**src/lpht_pkg.sv**
```systemverilog
// Shared types and constants for the linear-probe hash table unit.
package lpht_pkg;

  // Default number of slots in the table.
  localparam int TABLE_SIZE_DEF = 16;

  // Fixed field widths.
  localparam int KEY_W  = 16;
  localparam int SLOT_W = 4;

  // Request action codes.
  localparam logic ACT_INSERT = 1'b0;
  localparam logic ACT_SEARCH = 1'b1;

  // Result status codes.
  typedef enum logic [1:0] {
    ST_INSERTED = 2'd0,
    ST_FOUND    = 2'd1,
    ST_MISSING  = 2'd2,
    ST_FULL     = 2'd3
  } status_t;

endpackage

```
**src/lpht_if.sv**
```systemverilog
// Request and result channel interfaces for the linear-probe hash table unit.
interface lpht_in_if;
  logic                      valid;
  logic                      ready;
  logic                      action;
  logic [lpht_pkg::KEY_W-1:0] key;

  modport source (output valid, output action, output key, input ready);
  modport sink   (input valid, input action, input key, output ready);
endinterface

interface lpht_out_if;
  logic                       valid;
  logic                       ready;
  lpht_pkg::status_t          status;
  logic [lpht_pkg::SLOT_W-1:0] slot;

  modport source (output valid, output status, output slot, input ready);
  modport sink   (input valid, input status, input slot, output ready);
endinterface

```
**src/linear_probe_hash_table_unit.sv**
```systemverilog
// Linear-probe hash table: top level with slot key memory and probe sequencer.
// Flow: after acceptance the key is hashed to its home slot, then the probe passes occupied
//   slots, one step each for an insert or a key read and compare for a search, and the result
//   loads into the output register; an insert into a full table goes straight to the result.
// Requests: one at a time, a new one accepted only after the previous result loads; the hash
//   and the probe loop set the pace, and a held output stalls the result load.
// Reset: synchronous, clears all slot valid bits and the occupancy count at once.
module linear_probe_hash_table_unit #(
  parameter int TABLE_SIZE = lpht_pkg::TABLE_SIZE_DEF
) (
  input  logic       clk,
  input  logic       rst_n,
  lpht_in_if.sink    in_ch,
  lpht_out_if.source out_ch
);

  localparam int IW = $clog2(TABLE_SIZE);
  localparam int CW = $clog2(TABLE_SIZE + 1);

  typedef enum logic [4:0] {
    S_IDLE  = 5'b00001,
    S_HASH  = 5'b00010,
    S_PROBE = 5'b00100,
    S_CMP   = 5'b01000,
    S_RESP  = 5'b10000
  } state_t;

  state_t                     state_r, state_nxt;
  logic                       act_r, act_nxt;
  logic [lpht_pkg::KEY_W-1:0] key_r, key_nxt;
  logic [IW-1:0]              slot_r, slot_nxt;
  logic [IW-1:0]              steps_r, steps_nxt;
  lpht_pkg::status_t          res_status_r, res_status_nxt;
  logic [IW-1:0]              res_slot_r, res_slot_nxt;
  logic                       out_valid_r, out_valid_nxt;
  lpht_pkg::status_t          out_status_r, out_status_nxt;
  logic [lpht_pkg::SLOT_W-1:0] out_slot_r, out_slot_nxt;
  logic [TABLE_SIZE-1:0]      valid_r, valid_nxt;
  logic [CW-1:0]              count_r, count_nxt;
  logic [lpht_pkg::KEY_W-1:0] rd_key_r;

  logic                       mem_we;
  logic                       mem_re;
  logic                       mod_start;
  logic                       mod_done;
  logic [IW-1:0]              mod_rem;
  logic                       full;
  logic [IW-1:0]              slot_next;

  // Slot key store: one write or one read per cycle, registered read data
  logic [lpht_pkg::KEY_W-1:0] key_mem [TABLE_SIZE];

  always_ff @(posedge clk) begin
    if (mem_we) begin
      key_mem[slot_r] <= key_r;
    end
    if (mem_re) begin
      rd_key_r <= key_mem[slot_r];
    end
  end

  // Home slot hash
  lpht_mod #(
    .TABLE_SIZE(TABLE_SIZE)
  ) u_mod (
    .clk      (clk),
    .rst_n    (rst_n),
    .start    (mod_start),
    .dividend (in_ch.key),
    .done     (mod_done),
    .rem      (mod_rem)
  );

  assign full      = (count_r == CW'(TABLE_SIZE));
  assign slot_next = (slot_r == IW'(TABLE_SIZE - 1)) ? '0 : slot_r + 1'b1;

  // Probe sequencer
  always_comb begin
    state_nxt      = state_r;
    act_nxt        = act_r;
    key_nxt        = key_r;
    slot_nxt       = slot_r;
    steps_nxt      = steps_r;
    res_status_nxt = res_status_r;
    res_slot_nxt   = res_slot_r;
    valid_nxt      = valid_r;
    count_nxt      = count_r;
    out_valid_nxt  = out_valid_r && !out_ch.ready;
    out_status_nxt = out_status_r;
    out_slot_nxt   = out_slot_r;
    mem_we         = 1'b0;
    mem_re         = 1'b0;
    mod_start      = 1'b0;

    unique case (state_r)
      S_IDLE: begin
        if (in_ch.valid) begin
          act_nxt = in_ch.action;
          key_nxt = in_ch.key;
          if (in_ch.action == lpht_pkg::ACT_INSERT && full) begin
            res_status_nxt = lpht_pkg::ST_FULL;
            res_slot_nxt   = '0;
            state_nxt      = S_RESP;
          end else begin
            mod_start = 1'b1;
            state_nxt = S_HASH;
          end
        end
      end

      S_HASH: begin
        if (mod_done) begin
          slot_nxt  = mod_rem;
          steps_nxt = '0;
          state_nxt = S_PROBE;
        end
      end

      S_PROBE: begin
        if (!valid_r[slot_r]) begin
          // Empty slot ends both kinds of probe
          if (act_r == lpht_pkg::ACT_INSERT) begin
            mem_we            = 1'b1;
            valid_nxt[slot_r] = 1'b1;
            count_nxt         = count_r + 1'b1;
            res_status_nxt    = lpht_pkg::ST_INSERTED;
            res_slot_nxt      = slot_r;
          end else begin
            res_status_nxt = lpht_pkg::ST_MISSING;
            res_slot_nxt   = '0;
          end
          state_nxt = S_RESP;
        end else if (act_r == lpht_pkg::ACT_INSERT) begin
          // Count below capacity guarantees an empty slot ahead
          slot_nxt = slot_next;
        end else begin
          mem_re    = 1'b1;
          state_nxt = S_CMP;
        end
      end

      S_CMP: begin
        if (rd_key_r == key_r) begin
          res_status_nxt = lpht_pkg::ST_FOUND;
          res_slot_nxt   = slot_r;
          state_nxt      = S_RESP;
        end else if (steps_r == IW'(TABLE_SIZE - 1)) begin
          // Wrapped back to the home slot
          res_status_nxt = lpht_pkg::ST_MISSING;
          res_slot_nxt   = '0;
          state_nxt      = S_RESP;
        end else begin
          slot_nxt  = slot_next;
          steps_nxt = steps_r + 1'b1;
          state_nxt = S_PROBE;
        end
      end

      S_RESP: begin
        if (!out_valid_r || out_ch.ready) begin
          out_valid_nxt  = 1'b1;
          out_status_nxt = res_status_r;
          out_slot_nxt   = lpht_pkg::SLOT_W'(res_slot_r);
          state_nxt      = S_IDLE;
        end
      end

      default: begin
        state_nxt = S_IDLE;
      end
    endcase
  end

  // Control state
  always_ff @(posedge clk) begin
    if (!rst_n) begin
      state_r     <= S_IDLE;
      out_valid_r <= 1'b0;
      valid_r     <= '0;
      count_r     <= '0;
    end else begin
      state_r     <= state_nxt;
      out_valid_r <= out_valid_nxt;
      valid_r     <= valid_nxt;
      count_r     <= count_nxt;
    end
  end

  // Payload registers
  always_ff @(posedge clk) begin
    act_r        <= act_nxt;
    key_r        <= key_nxt;
    slot_r       <= slot_nxt;
    steps_r      <= steps_nxt;
    res_status_r <= res_status_nxt;
    res_slot_r   <= res_slot_nxt;
    out_status_r <= out_status_nxt;
    out_slot_r   <= out_slot_nxt;
  end

  assign in_ch.ready   = (state_r == S_IDLE);
  assign out_ch.valid  = out_valid_r;
  assign out_ch.status = out_status_r;
  assign out_ch.slot   = out_slot_r;

endmodule

```
**src/lpht_mod.sv**
```systemverilog
// Remainder unit: key modulo TABLE_SIZE by reciprocal multiplication, quotient then remainder registered.
module lpht_mod #(
  parameter int TABLE_SIZE = lpht_pkg::TABLE_SIZE_DEF
) (
  input  logic                          clk,
  input  logic                          rst_n,
  input  logic                          start,
  input  logic [lpht_pkg::KEY_W-1:0]    dividend,
  output logic                          done,
  output logic [$clog2(TABLE_SIZE)-1:0] rem
);

  localparam int     IW     = $clog2(TABLE_SIZE);
  localparam int     KW     = lpht_pkg::KEY_W;
  // Reciprocal ceil(2^SHIFT / TABLE_SIZE) is exact for every KW-bit key
  localparam int     SHIFT  = KW + IW;
  localparam longint MUL    = ((longint'(1) << SHIFT) + longint'(TABLE_SIZE) - 1)
                              / longint'(TABLE_SIZE);
  localparam int     MUL_W  = KW + 2;
  localparam int     PROD_W = KW + MUL_W;

  logic              stage_r;
  logic              done_r;
  logic [KW-1:0]     key_r;
  logic [KW-1:0]     quot_r;
  logic [IW-1:0]     rem_r;
  logic [PROD_W-1:0] prod;
  logic [KW-1:0]     quot_nxt;
  logic [KW-1:0]     diff;
  logic [IW-1:0]     rem_nxt;

  // Quotient from the reciprocal product
  assign prod     = PROD_W'(dividend) * PROD_W'(MUL);
  assign quot_nxt = KW'(prod >> SHIFT);

  // Remainder from the quotient
  assign diff    = key_r - quot_r * KW'(TABLE_SIZE);
  assign rem_nxt = IW'(diff);

  // Control
  always_ff @(posedge clk) begin
    if (!rst_n) begin
      stage_r <= 1'b0;
      done_r  <= 1'b0;
    end else begin
      stage_r <= start;
      done_r  <= stage_r;
    end
  end

  // Datapath
  always_ff @(posedge clk) begin
    if (start) begin
      key_r  <= dividend;
      quot_r <= quot_nxt;
    end
    if (stage_r) begin
      rem_r <= rem_nxt;
    end
  end

  assign done = done_r;
  assign rem  = rem_r;

endmodule

```
**src/flat_wrapper.sv**
```systemverilog
// flat-port wrapper written by rule: the top's interface ports become plain ports
module linear_probe_hash_table_unit_flat 
#(
  parameter int TABLE_SIZE = lpht_pkg::TABLE_SIZE_DEF
)
  (clk, rst_n, in_ch_valid, in_ch_action, in_ch_key, in_ch_ready, out_ch_valid, out_ch_status, out_ch_slot, out_ch_ready);
  lpht_in_if in_ch_i ();
  lpht_out_if out_ch_i ();
  input  logic clk;
  input  logic rst_n;
  input wire logic [$bits(in_ch_i.valid)-1:0] in_ch_valid;
  input wire logic [$bits(in_ch_i.action)-1:0] in_ch_action;
  input wire logic [$bits(in_ch_i.key)-1:0] in_ch_key;
  output wire logic [$bits(in_ch_i.ready)-1:0] in_ch_ready;
  output wire logic [$bits(out_ch_i.valid)-1:0] out_ch_valid;
  output wire logic [$bits(out_ch_i.status)-1:0] out_ch_status;
  output wire logic [$bits(out_ch_i.slot)-1:0] out_ch_slot;
  input wire logic [$bits(out_ch_i.ready)-1:0] out_ch_ready;
  assign in_ch_i.valid = in_ch_valid;
  assign in_ch_i.action = in_ch_action;
  assign in_ch_i.key = in_ch_key;
  assign in_ch_ready = in_ch_i.ready;
  assign out_ch_valid = out_ch_i.valid;
  assign out_ch_status = out_ch_i.status;
  assign out_ch_slot = out_ch_i.slot;
  assign out_ch_i.ready = out_ch_ready;
  linear_probe_hash_table_unit #(.TABLE_SIZE(TABLE_SIZE)) u_core (.clk(clk), .rst_n(rst_n), .in_ch(in_ch_i), .out_ch(out_ch_i));
endmodule
```
**config.mk**
```make
export PLATFORM = sky130hd
export DESIGN_NAME = linear_probe_hash_table_unit_flat
export DESIGN_NICKNAME = d
export VERILOG_FILES = /design/src/lpht_pkg.sv /design/src/lpht_if.sv /design/src/linear_probe_hash_table_unit.sv /design/src/lpht_mod.sv /design/src/flat_wrapper.sv
export SDC_FILE = /design/constraint.sdc
export NUM_CORES = 1
export LEC_CHECK = 0
export BUFFER_PORTS_ARGS = -buffer_cell sky130_fd_sc_hd__buf_4
export CAP_MARGIN = 20
export CELL_PAD_IN_SITES_DETAIL_PLACEMENT = 0
export CELL_PAD_IN_SITES_GLOBAL_PLACEMENT = 1
export CORE_MARGIN = 10
export CORE_UTILIZATION = 30
export CTS_CLUSTER_SIZE = 14
export DETAILED_ROUTE_END_ITERATION = 10
export GPL_TIMING_DRIVEN = 0
export PLACE_DENSITY_LB_ADDON = 0.12
export SLEW_MARGIN = 20
export SYNTH_ARGS = -nofsm -noshare
export SYNTH_HDL_FRONTEND = slang
export SYNTH_SLANG_ARGS = --single-unit
export TNS_END_PERCENT = 50
```
**constraint.sdc**
```tcl
create_clock -name clk -period 5.1 [get_ports clk]
set_input_delay 0.51 -clock clk [delete_from_list [all_inputs] [get_ports clk]]
set_output_delay 0.51 -clock clk [all_outputs]
set_load 0.05 [all_outputs]
```
==> results.md, run 1 <==
- Status: finished, final reports clean
- Vias per inst: about 4.7
- Count of input and output buffers: 27
- Leakage power: 4.845 nW
- Slew headroom: 0.2214
- ANT cells: 0
- Core box area: 0.04403 mm^2
- Max clock buf depth: 3
- Critical Path RT: 5.39 ns
- Syn Inst Count: 652
- Hold depth: 1
- VDD IR-drop max: 0.0002238 V
- Total vias in the final route: 6350
- Sw frac: 0.2057
- Worst Hold Class: primary input to register
- Seq/Total Area, Yosys: 0.7581
- Worst hold start: in_ch_key[7]
- Post-synth EDFFs: 317
- WP data arrival: 3.50 ns
- CTS Root Buffer Type: clkbuf_16
- Kind of critical path: register to register
- Worst setup SP type: register
- Dpl cells: 1271
- Area growth, synth to finish: 16.44%
- Final hold vios: 0
- Sequential power share: 0.529
- Synth async-reset ratio: 0
- Dpl hpwl: 19670 um
- Iter 0 DRT Violations: 432
- Sw Pwr: 1.244 mW
- Mapped Area: approximately 0.013 mm^2
- Period utilisation layout: 0.6293
- Largest net degree at the start of global routing: 18
- RePlAce Congestion: 0.7353
- RSZ-0062 raised after global routing: no
- Site Rows: 77
- Top cell types by occurrence after synthesis: 317 x edfxtp_1, 82 x mux4_2, 29 x dfxtp_1
- GRT Residual Overflow: 0
- Die span in y: 230.7 um
- Final worst slack: ~1.9 ns
- DR WL/cell: about 24 um
- Clock Power Share: 0.445
- Internal power: 4.803 mW
- Yosys warns: 0
- Post-CTS sizing: 0
- CP startpoint: u_core.slot_r[1]$_DFFE_PP_
- Initial antenna violation count: 0
- Setup_tns: 0 ns
- Crit path max fanout: 10
- Clock-pin slew on the worst setup and hold paths: 0.06 ns
- Global-route wire length before repair: 46890 um
- Number of synthesized register bits: around 350
- Residual antenna-violating net count after detailed routing: 0
- Worst setup EP type: register
- MaxCap Viol Count: 0
- Synth unique cells: 51
- Total die area: between 0.05 and 0.06 mm^2
- Fin cells: 1340
- Total track usage: 0.1231
- DR pass1 iterations: 5
- Final wirelength: 32710 um
- Count leader, synth: edfxtp_1
- Logic pwr share: 0.026
- Synthesized Nets: 680
- Die Wd: 230.7 um
- R2R setup slack: 1.89 ns
- Most common flop cell mapped by yosys: edfxtp_1
- Post-CTS Setup Inserts: 0
- CTS tree: built
- DRC Markers: 0
- Worst-Margin Slew: 1.168 ns
- Final Setup Violations: 0
- Layout cells sized above 1: 0.2620
- Synth top area share: 0.7145
- Pwr/cell area: 389.8 mW/mm^2
- CTS sink cnt: 346
- Initial core utilization: 0.3026
- Area leader, netlist: edfxtp_1
- Nets: 748
- Post-Route Skew: 0.02707 ns
- Dpl ws: around 1.8 ns
- TritonCTS Buffers: 39
- Number of hold buffers added after CTS: 0
- Fmax: 0.3116 GHz
- Cells on worst reg2reg path: 5
- Slew Viols, Final: 0
- R2R Path Start: u_core.slot_r[1]$_DFFE_PP_
- Top cells by area, synth: edfxtp_1 71%, mux4_2 14%, dfxtp_1 4.4%, xnor2_1 1.2%, and2_1 0.94%
- Fill count: 4129
- I/O pin count: 29
- Avg Inst Size Synth: 20.43 um^2
- Vias in the first global route: around 6700
- Crit path time final: 3.209 ns
- CTS H-Tree Depth: 2
- Worst-skew pair later-pin latency: 0.56 ns
==> state kept, by name (all words and copies together) (netlist names) <==
| signal | count |
|---|---|
| u_core.out_ch.status | 2 |
| u_core.u_mod.rem | 4 |
| u_core.out_ch.slot | 4 |
| u_core.u_mod.done | 1 |
| u_core.res_slot_r | 4 |
| u_core.key_r | 16 |
| u_core.u_mod.stage_r | 1 |
| u_core.act_r | 1 |
| u_core.steps_r | 4 |
| u_core.key_mem | 256 |
| u_core.rd_key_r | 16 |
| u_core.res_status_r | 2 |
| u_core.u_mod.key_r | 4 |
| u_core.slot_r | 4 |
| u_core.count_r | 5 |
| u_core.valid_r | 16 |
| u_core.state_r | 5 |
| u_core.out_ch.valid | 1 |
==> cell usage in the layout (no fill, tap or decap), types with 3 or more instances in the layout <==
master and n:
or4_1 5, dfxtp_1 29, nand2b_1 3, nor3_1 3, nor2_1 13, buf_2 7
edfxtp_1 317, nand3b_1 5, and2_2 17, inv_1 9, o31ai_1 4, ha_1 7
nand3_1 5, mux4_2 82, clkinv_1 6, nand2_1 26, mux2_2 3, bufinv_16 3
a21oi_1 10, and2_1 3, or3_1 3, buf_4 27, nand4_1 4, o21ai_0 21
clkinv_2 4, clkbuf_16 40, clkbuf_1 30, xnor2_1 18
==> layer usage <==
metal  part of all wire  GRT usage  up-vias
met5                  0          0        -
met4              0.018    0.03186        0
met3              0.041    0.02465       37
met2               0.51     0.2115      137
met1               0.43     0.1564     3366
li1                   -          -     2810
==> critical path, stage by stage, from the launching register on <==
cell	delay (ns)
edfxtp_1	0.37
clkbuf_1	0.36
clkbuf_1	0.53
clkbuf_1	0.78
mux4_2	0.43
mux4_2	0.48
==> path summary, 6_finish.rpt <==
kind                                                       to
worst min-delay path                u_core.key_r[7]$_DFFE_PP_
worst min register to register  u_core.u_mod.rem[1]$_DFFE_PP_
worst max-delay path            u_core.rd_key_r[12]$_DFFE_PP_
worst max register to register  u_core.rd_key_r[12]$_DFFE_PP_
==> final cells by class <==
type / count / area, um^2 / share of cell area
tap: 592 / 740.7 / 0.04775
clock buffer: 52 / 1046 / 0.06743
multi-input combinational: 267 / 3078 / 0.1984
timing repair buffer: 27 / 202.7 / 0.01307
inverter: 10 / 37.54 / 0.002420
clock inverter: 17 / 173.9 / 0.01121
sequential: 346 / 10100 / 0.6511
buffer: 29 / 133.9 / 0.008630
==> through the flow <==
stage / hold slack (ns) / instance area (um^2) / power (mW) / utilization
floorplan: 0.4003 / 13320 / 3.332 / -
global placement: 0.4086 / 14270 / 3.412 / 0.3240
detailed placement: 0.4045 / 14290 / 3.421 / 0.3246
CTS: 0.09633 / 15510 / 6.135 / 0.3523
global route: 0.09856 / 15510 / 6.263 / 0.3523
finish: 0.1274 / 15510 / 6.047 / 0.3523
==> cells by family (layout without fill, tap and decap cells) <==
logic type	after synthesis	count (layout)	share of synthesized area
AO/OA/AOI/OAI	51	51	0.02395
flip-flops	346	346	0.7581
buffers and inverters	39	135	0.01249
adder cells (fa/ha/maj)	7	7	0.006574
XOR/XNOR	20	20	0.01315
AND/OR/NAND/NOR	102	102	0.04311
multiplexers	87	87	0.1427
==> power by group through the flow <==
stage	combinational (mW)	sequential (mW)	clock (mW)
global placement	0.158	3.25	0
detailed placement	0.160	3.26	0
CTS	0.160	3.20	2.77
floorplan	0.0970	3.23	0
global route	0.169	3.21	2.89
finish	0.156	3.20	2.69
No activity file was read; power rests on OpenSTA's default activity.
==> run 2, diff against run 1 <==
--- a/config.mk
+++ b/config.mk
@@ -5,6 +5,7 @@
 export SDC_FILE = /design/constraint.sdc
 export NUM_CORES = 1
 export LEC_CHECK = 0
+export ABC_AREA = 1
 export BUFFER_PORTS_ARGS = -buffer_cell sky130_fd_sc_hd__buf_4
 export CAP_MARGIN = 20
 export CELL_PAD_IN_SITES_DETAIL_PLACEMENT = 0
==> constraint.sdc (replaced) <==
create_clock -name clk -period 3.3 [get_ports clk]
set_input_delay 0.33 -clock clk [delete_from_list [all_inputs] [get_ports clk]]
set_output_delay 0.33 -clock clk [all_outputs]
set_load 0.05 [all_outputs]
==> run 2 against run 1 <==
Clock skew down 0.0091 ns. Sequential power up 57%. Cell count up 39%. Sequential cell count unchanged. Design area up 6.4%. First-iteration DRC count up 79%. Non-clock buffer count up 60. Die area up 4.0%. Clock power up 50%. Largest power group unchanged.
==> results.md, run 2 <==
- Logic pwr share: 0.043
- Initial core utilization: 0.3050
- Fill count: 4463
- Dpl cells: roughly 1800
- Slew Viols, Final: 0
- Final wirelength: 43870 um
- Post-Route Skew: 0.01797 ns
- Top reg by flops: u_core.key_mem
- Final Setup Violations: 0
- Mapped Area: around 0.014 mm^2
- Cell chain of the critical path: clkbuf_2, nand2_1, inv_2, nand2_1, nand2_2, nor2_8, nand2_8, inv_6, buf_8, nand2_2, nor2_4
- Die Wd: about 240 um
- Crit path max fanout: 16
- Synth async-reset ratio: 0
- Most common flop cell mapped by yosys: edfxtp_1
- Clock Power Share: 0.426
- Site Rows: 78
- Area growth, synth to finish: 18.78%
- Iter 0 DRT Violations: about 770
- Seq/Total Area, Yosys: 0.7266
- Initial antenna violation count: 2
- Hold Crit Endpoint: u_core.u_mod.done$_SDFF_PN0_
- Largest stage delay, worst path: 0.59 ns
- Hold depth: 3
- Max clock buf depth: 3
- Synthesized Nets: 1170
- MaxCap Viol Count: 0
- Worst-skew pair later-pin latency: 0.55 ns
- Leading cell types in the layout, fill and taps excluded: 317 x edfxtp_1, 174 x nor2_1, 155 x nand2_1
- CTS sink cnt: 346
- Worst-Margin Slew: 1.066 ns
- DR pass1 iterations: 5
- Syn Inst Count: around 1100
- Top cells by area, synth: edfxtp_1 68%, o21ai_0 5.3%, nor2_1 5.0%, nand2_1 4.2%, dfxtp_1 4.2%
- Total track usage: 0.1554
- Avg Inst Size Synth: 12.17 um^2
- Dpl hpwl: 28470 um
- CTS tree: built
- Number of synthesized register bits: 346
- Sw Pwr: 2.179 mW
- Die span in y: 235.3 um
- Cells on worst reg2reg path: 11
- Total die area: 0.05535 mm^2
- Worst setup SP type: register
- VDD IR-drop max: 0.0003914 V
- Area leader, netlist: edfxtp_1
- Yosys warns: 0
- TritonCTS Buffers: 39
- Residual antenna-violating net count after detailed routing: 0
- Pwr/cell area: roughly 570 mW/mm^2
- Layout cells sized above 1: 0.1349
- GRT Residual Overflow: 0
- Critical Path RT: 3.47 ns
- R2R Path Start: u_core.slot_r[3]$_DFFE_PP_
- CP max stage cell: nor2_4
- Final hold vios: 0
- R2R setup slack: 0.19 ns
- Vias per inst: 4.858
- Most common cell after layout, fill and taps aside: edfxtp_1
- Synth top area share: 0.6848
- Status: finished, final reports clean
- Core box area: 0.04558 mm^2
- RePlAce Congestion: 0.8050
- Fmax: 0.3214 GHz
- Internal power: between 7 and 8 mW
- DRC Markers: 0
- I/O pin count: 29
- Worst hold start: rst_n
- Sequential power share: 0.531
- R2R Path End: u_core.key_mem[9][5]$_DFFE_PP_
- Total vias in the final route: 9075
- Max reg flops: 256
- WP data arrival: 3.28 ns
- Crit path time final: roughly 3.1 ns
- Sw frac: 0.2303
- Worst hold margin: 0.06251 ns
- Leakage power: 5.530 nW
- Fin cells: approximately 1900
- Synth unique cells: 36
- Nets: approximately 1300
- Count leader, synth: edfxtp_1
- ANT cells: 0
- Worst setup EP type: register
- Kind of critical path: register to register
- Largest net degree at the start of global routing: 21
- Count of input and output buffers: 28
- CTS H-Tree Depth: 2
- Slew headroom: 0.2892
- CTS Root Buffer Type: clkbuf_16
- Post-synth EDFFs: 317
- Worst Hold Class: primary input to register
- Top cell types by occurrence after synthesis: 317 x edfxtp_1, 187 x nor2_1, 155 x nand2_1
- Clock-pin slew on the worst setup and hold paths: 0.06 ns
- RSZ-0062 raised after global routing: no
- DR WL/cell: 23.48 um
- Global-route wire length before repair: 64110 um
- Period utilisation layout: 0.9428
- Vias in the first global route: 9045
==> run 2: cell count changes after synthesis, sizes merged, moves of 15 or more <==
| cell | delta |
|---|---|
| inv | +59 |
| nand4 | +17 |
| nand2 | +150 |
| xnor2 | -15 |
| nand3 | +15 |
| and2 | -20 |
| clkbuf | +26 |
| o22ai | +62 |
| o21ai | +127 |
| nor2 | +179 |
| mux4 | -82 |
==> run 2: cells by family after synthesis <==
group / synth area share
AOI/OAI and AO/OA: 0.09469
xor gates and xnor gates: 0.006931
DFF: 0.7266
buffers and inverters: 0.03726
and+or+nand+nor: 0.1283
adders and majority gates: 0.006300
==> run 2: routing by layer <==
metal / vias to the layer above / wire, um / GRT usage
li1: 4247 / - / -
met1: 4560 / 20180 / 0.2113
met2: 216 / 20930 / 0.2559
met3: 52 / 1956 / 0.02273
met4: 0 / 803 / 0.03719
met5: - / 0 / 0
==> run 2: layout make-up <==
type                       count  area [um^2]  share of cell area
buffer                        55        252.7             0.01531
clock buffer                  45         1020             0.06176
clock inverter                21        140.1            0.008487
inverter                      69        271.5             0.01644
multi-input combinational    671         3377              0.2045
sequential                   346        10100              0.6117
tap                          600        750.7             0.04546
timing repair buffer          61        600.6             0.03637
==> run 2: worst max-delay path, delay by kind of cell, from the launching register on <==
| family | cells | cell delay (ns) |
|---|---|---|
| flip-flops | 1 | 0.36 |
| buffers and inverters | 4 | 0.68 |
| AND/OR/NAND/NOR | 7 | 1.69 |
==> run 2: per-stage QoR <==
stage | cell area, um^2 | setup slack [ns] | power (mW) | TNS, ns | util
floorplan | 13900 | 0.4954 | 5.243 | 0 | -
global placement | 14860 | -1.468 | 5.507 | -243.49 | 0.3261
detailed placement | 15030 | -0.6852 | 5.517 | -73.90 | 0.3297
CTS | 16420 | -0.1064 | 9.575 | -1.205 | 0.3603
global route | 16510 | 0.01637 | 9.805 | 0 | 0.3623
finish | 16510 | 0.1889 | 9.461 | 0 | 0.3623
==> run 2: power groups by stage <==
stage | registers (mW) | clock network (mW) | logic [mW]
floorplan | 5.02 | 0 | 0.225
global placement | 5.12 | 0 | 0.386
detailed placement | 5.12 | 0 | 0.396
CTS | 5.03 | 4.13 | 0.413
global route | 5.03 | 4.32 | 0.454
finish | 5.02 | 4.03 | 0.411
==> run 2: worst max path at each step <==
stage	startpoint	endpoint	slack (ns)
2_1_floorplan	u_core.state_r[3]$_SDFFE_PN0P_	u_core.act_r$_DFFE_PP_	0.50
3_3_place_gp	u_core.slot_r[1]$_DFFE_PP_	u_core.key_mem[8][6]$_DFFE_PP_	-1.47
3_5_place_dp	u_core.slot_r[1]$_DFFE_PP_	u_core.key_mem[0][11]$_DFFE_PP_	-0.69
4_1_cts	u_core.slot_r[1]$_DFFE_PP_	u_core.key_mem[7][4]$_DFFE_PP_	-0.11
5_1_grt	u_core.slot_r[3]$_DFFE_PP_	u_core.key_mem[13][4]$_DFFE_PP_	0.02
6_report	u_core.slot_r[3]$_DFFE_PP_	u_core.key_mem[9][5]$_DFFE_PP_	0.19
==> run 2: timing repair <==
item | 4_1_cts | 5_1_grt
endpoints found under the hold margin | 21 | 0
hold buffers | 17 | 0
buffers inserted | 3 | 6
pin swaps | 2 | 3
setup endpoints to repair | 204 | 145
resized for setup | 6 | 2
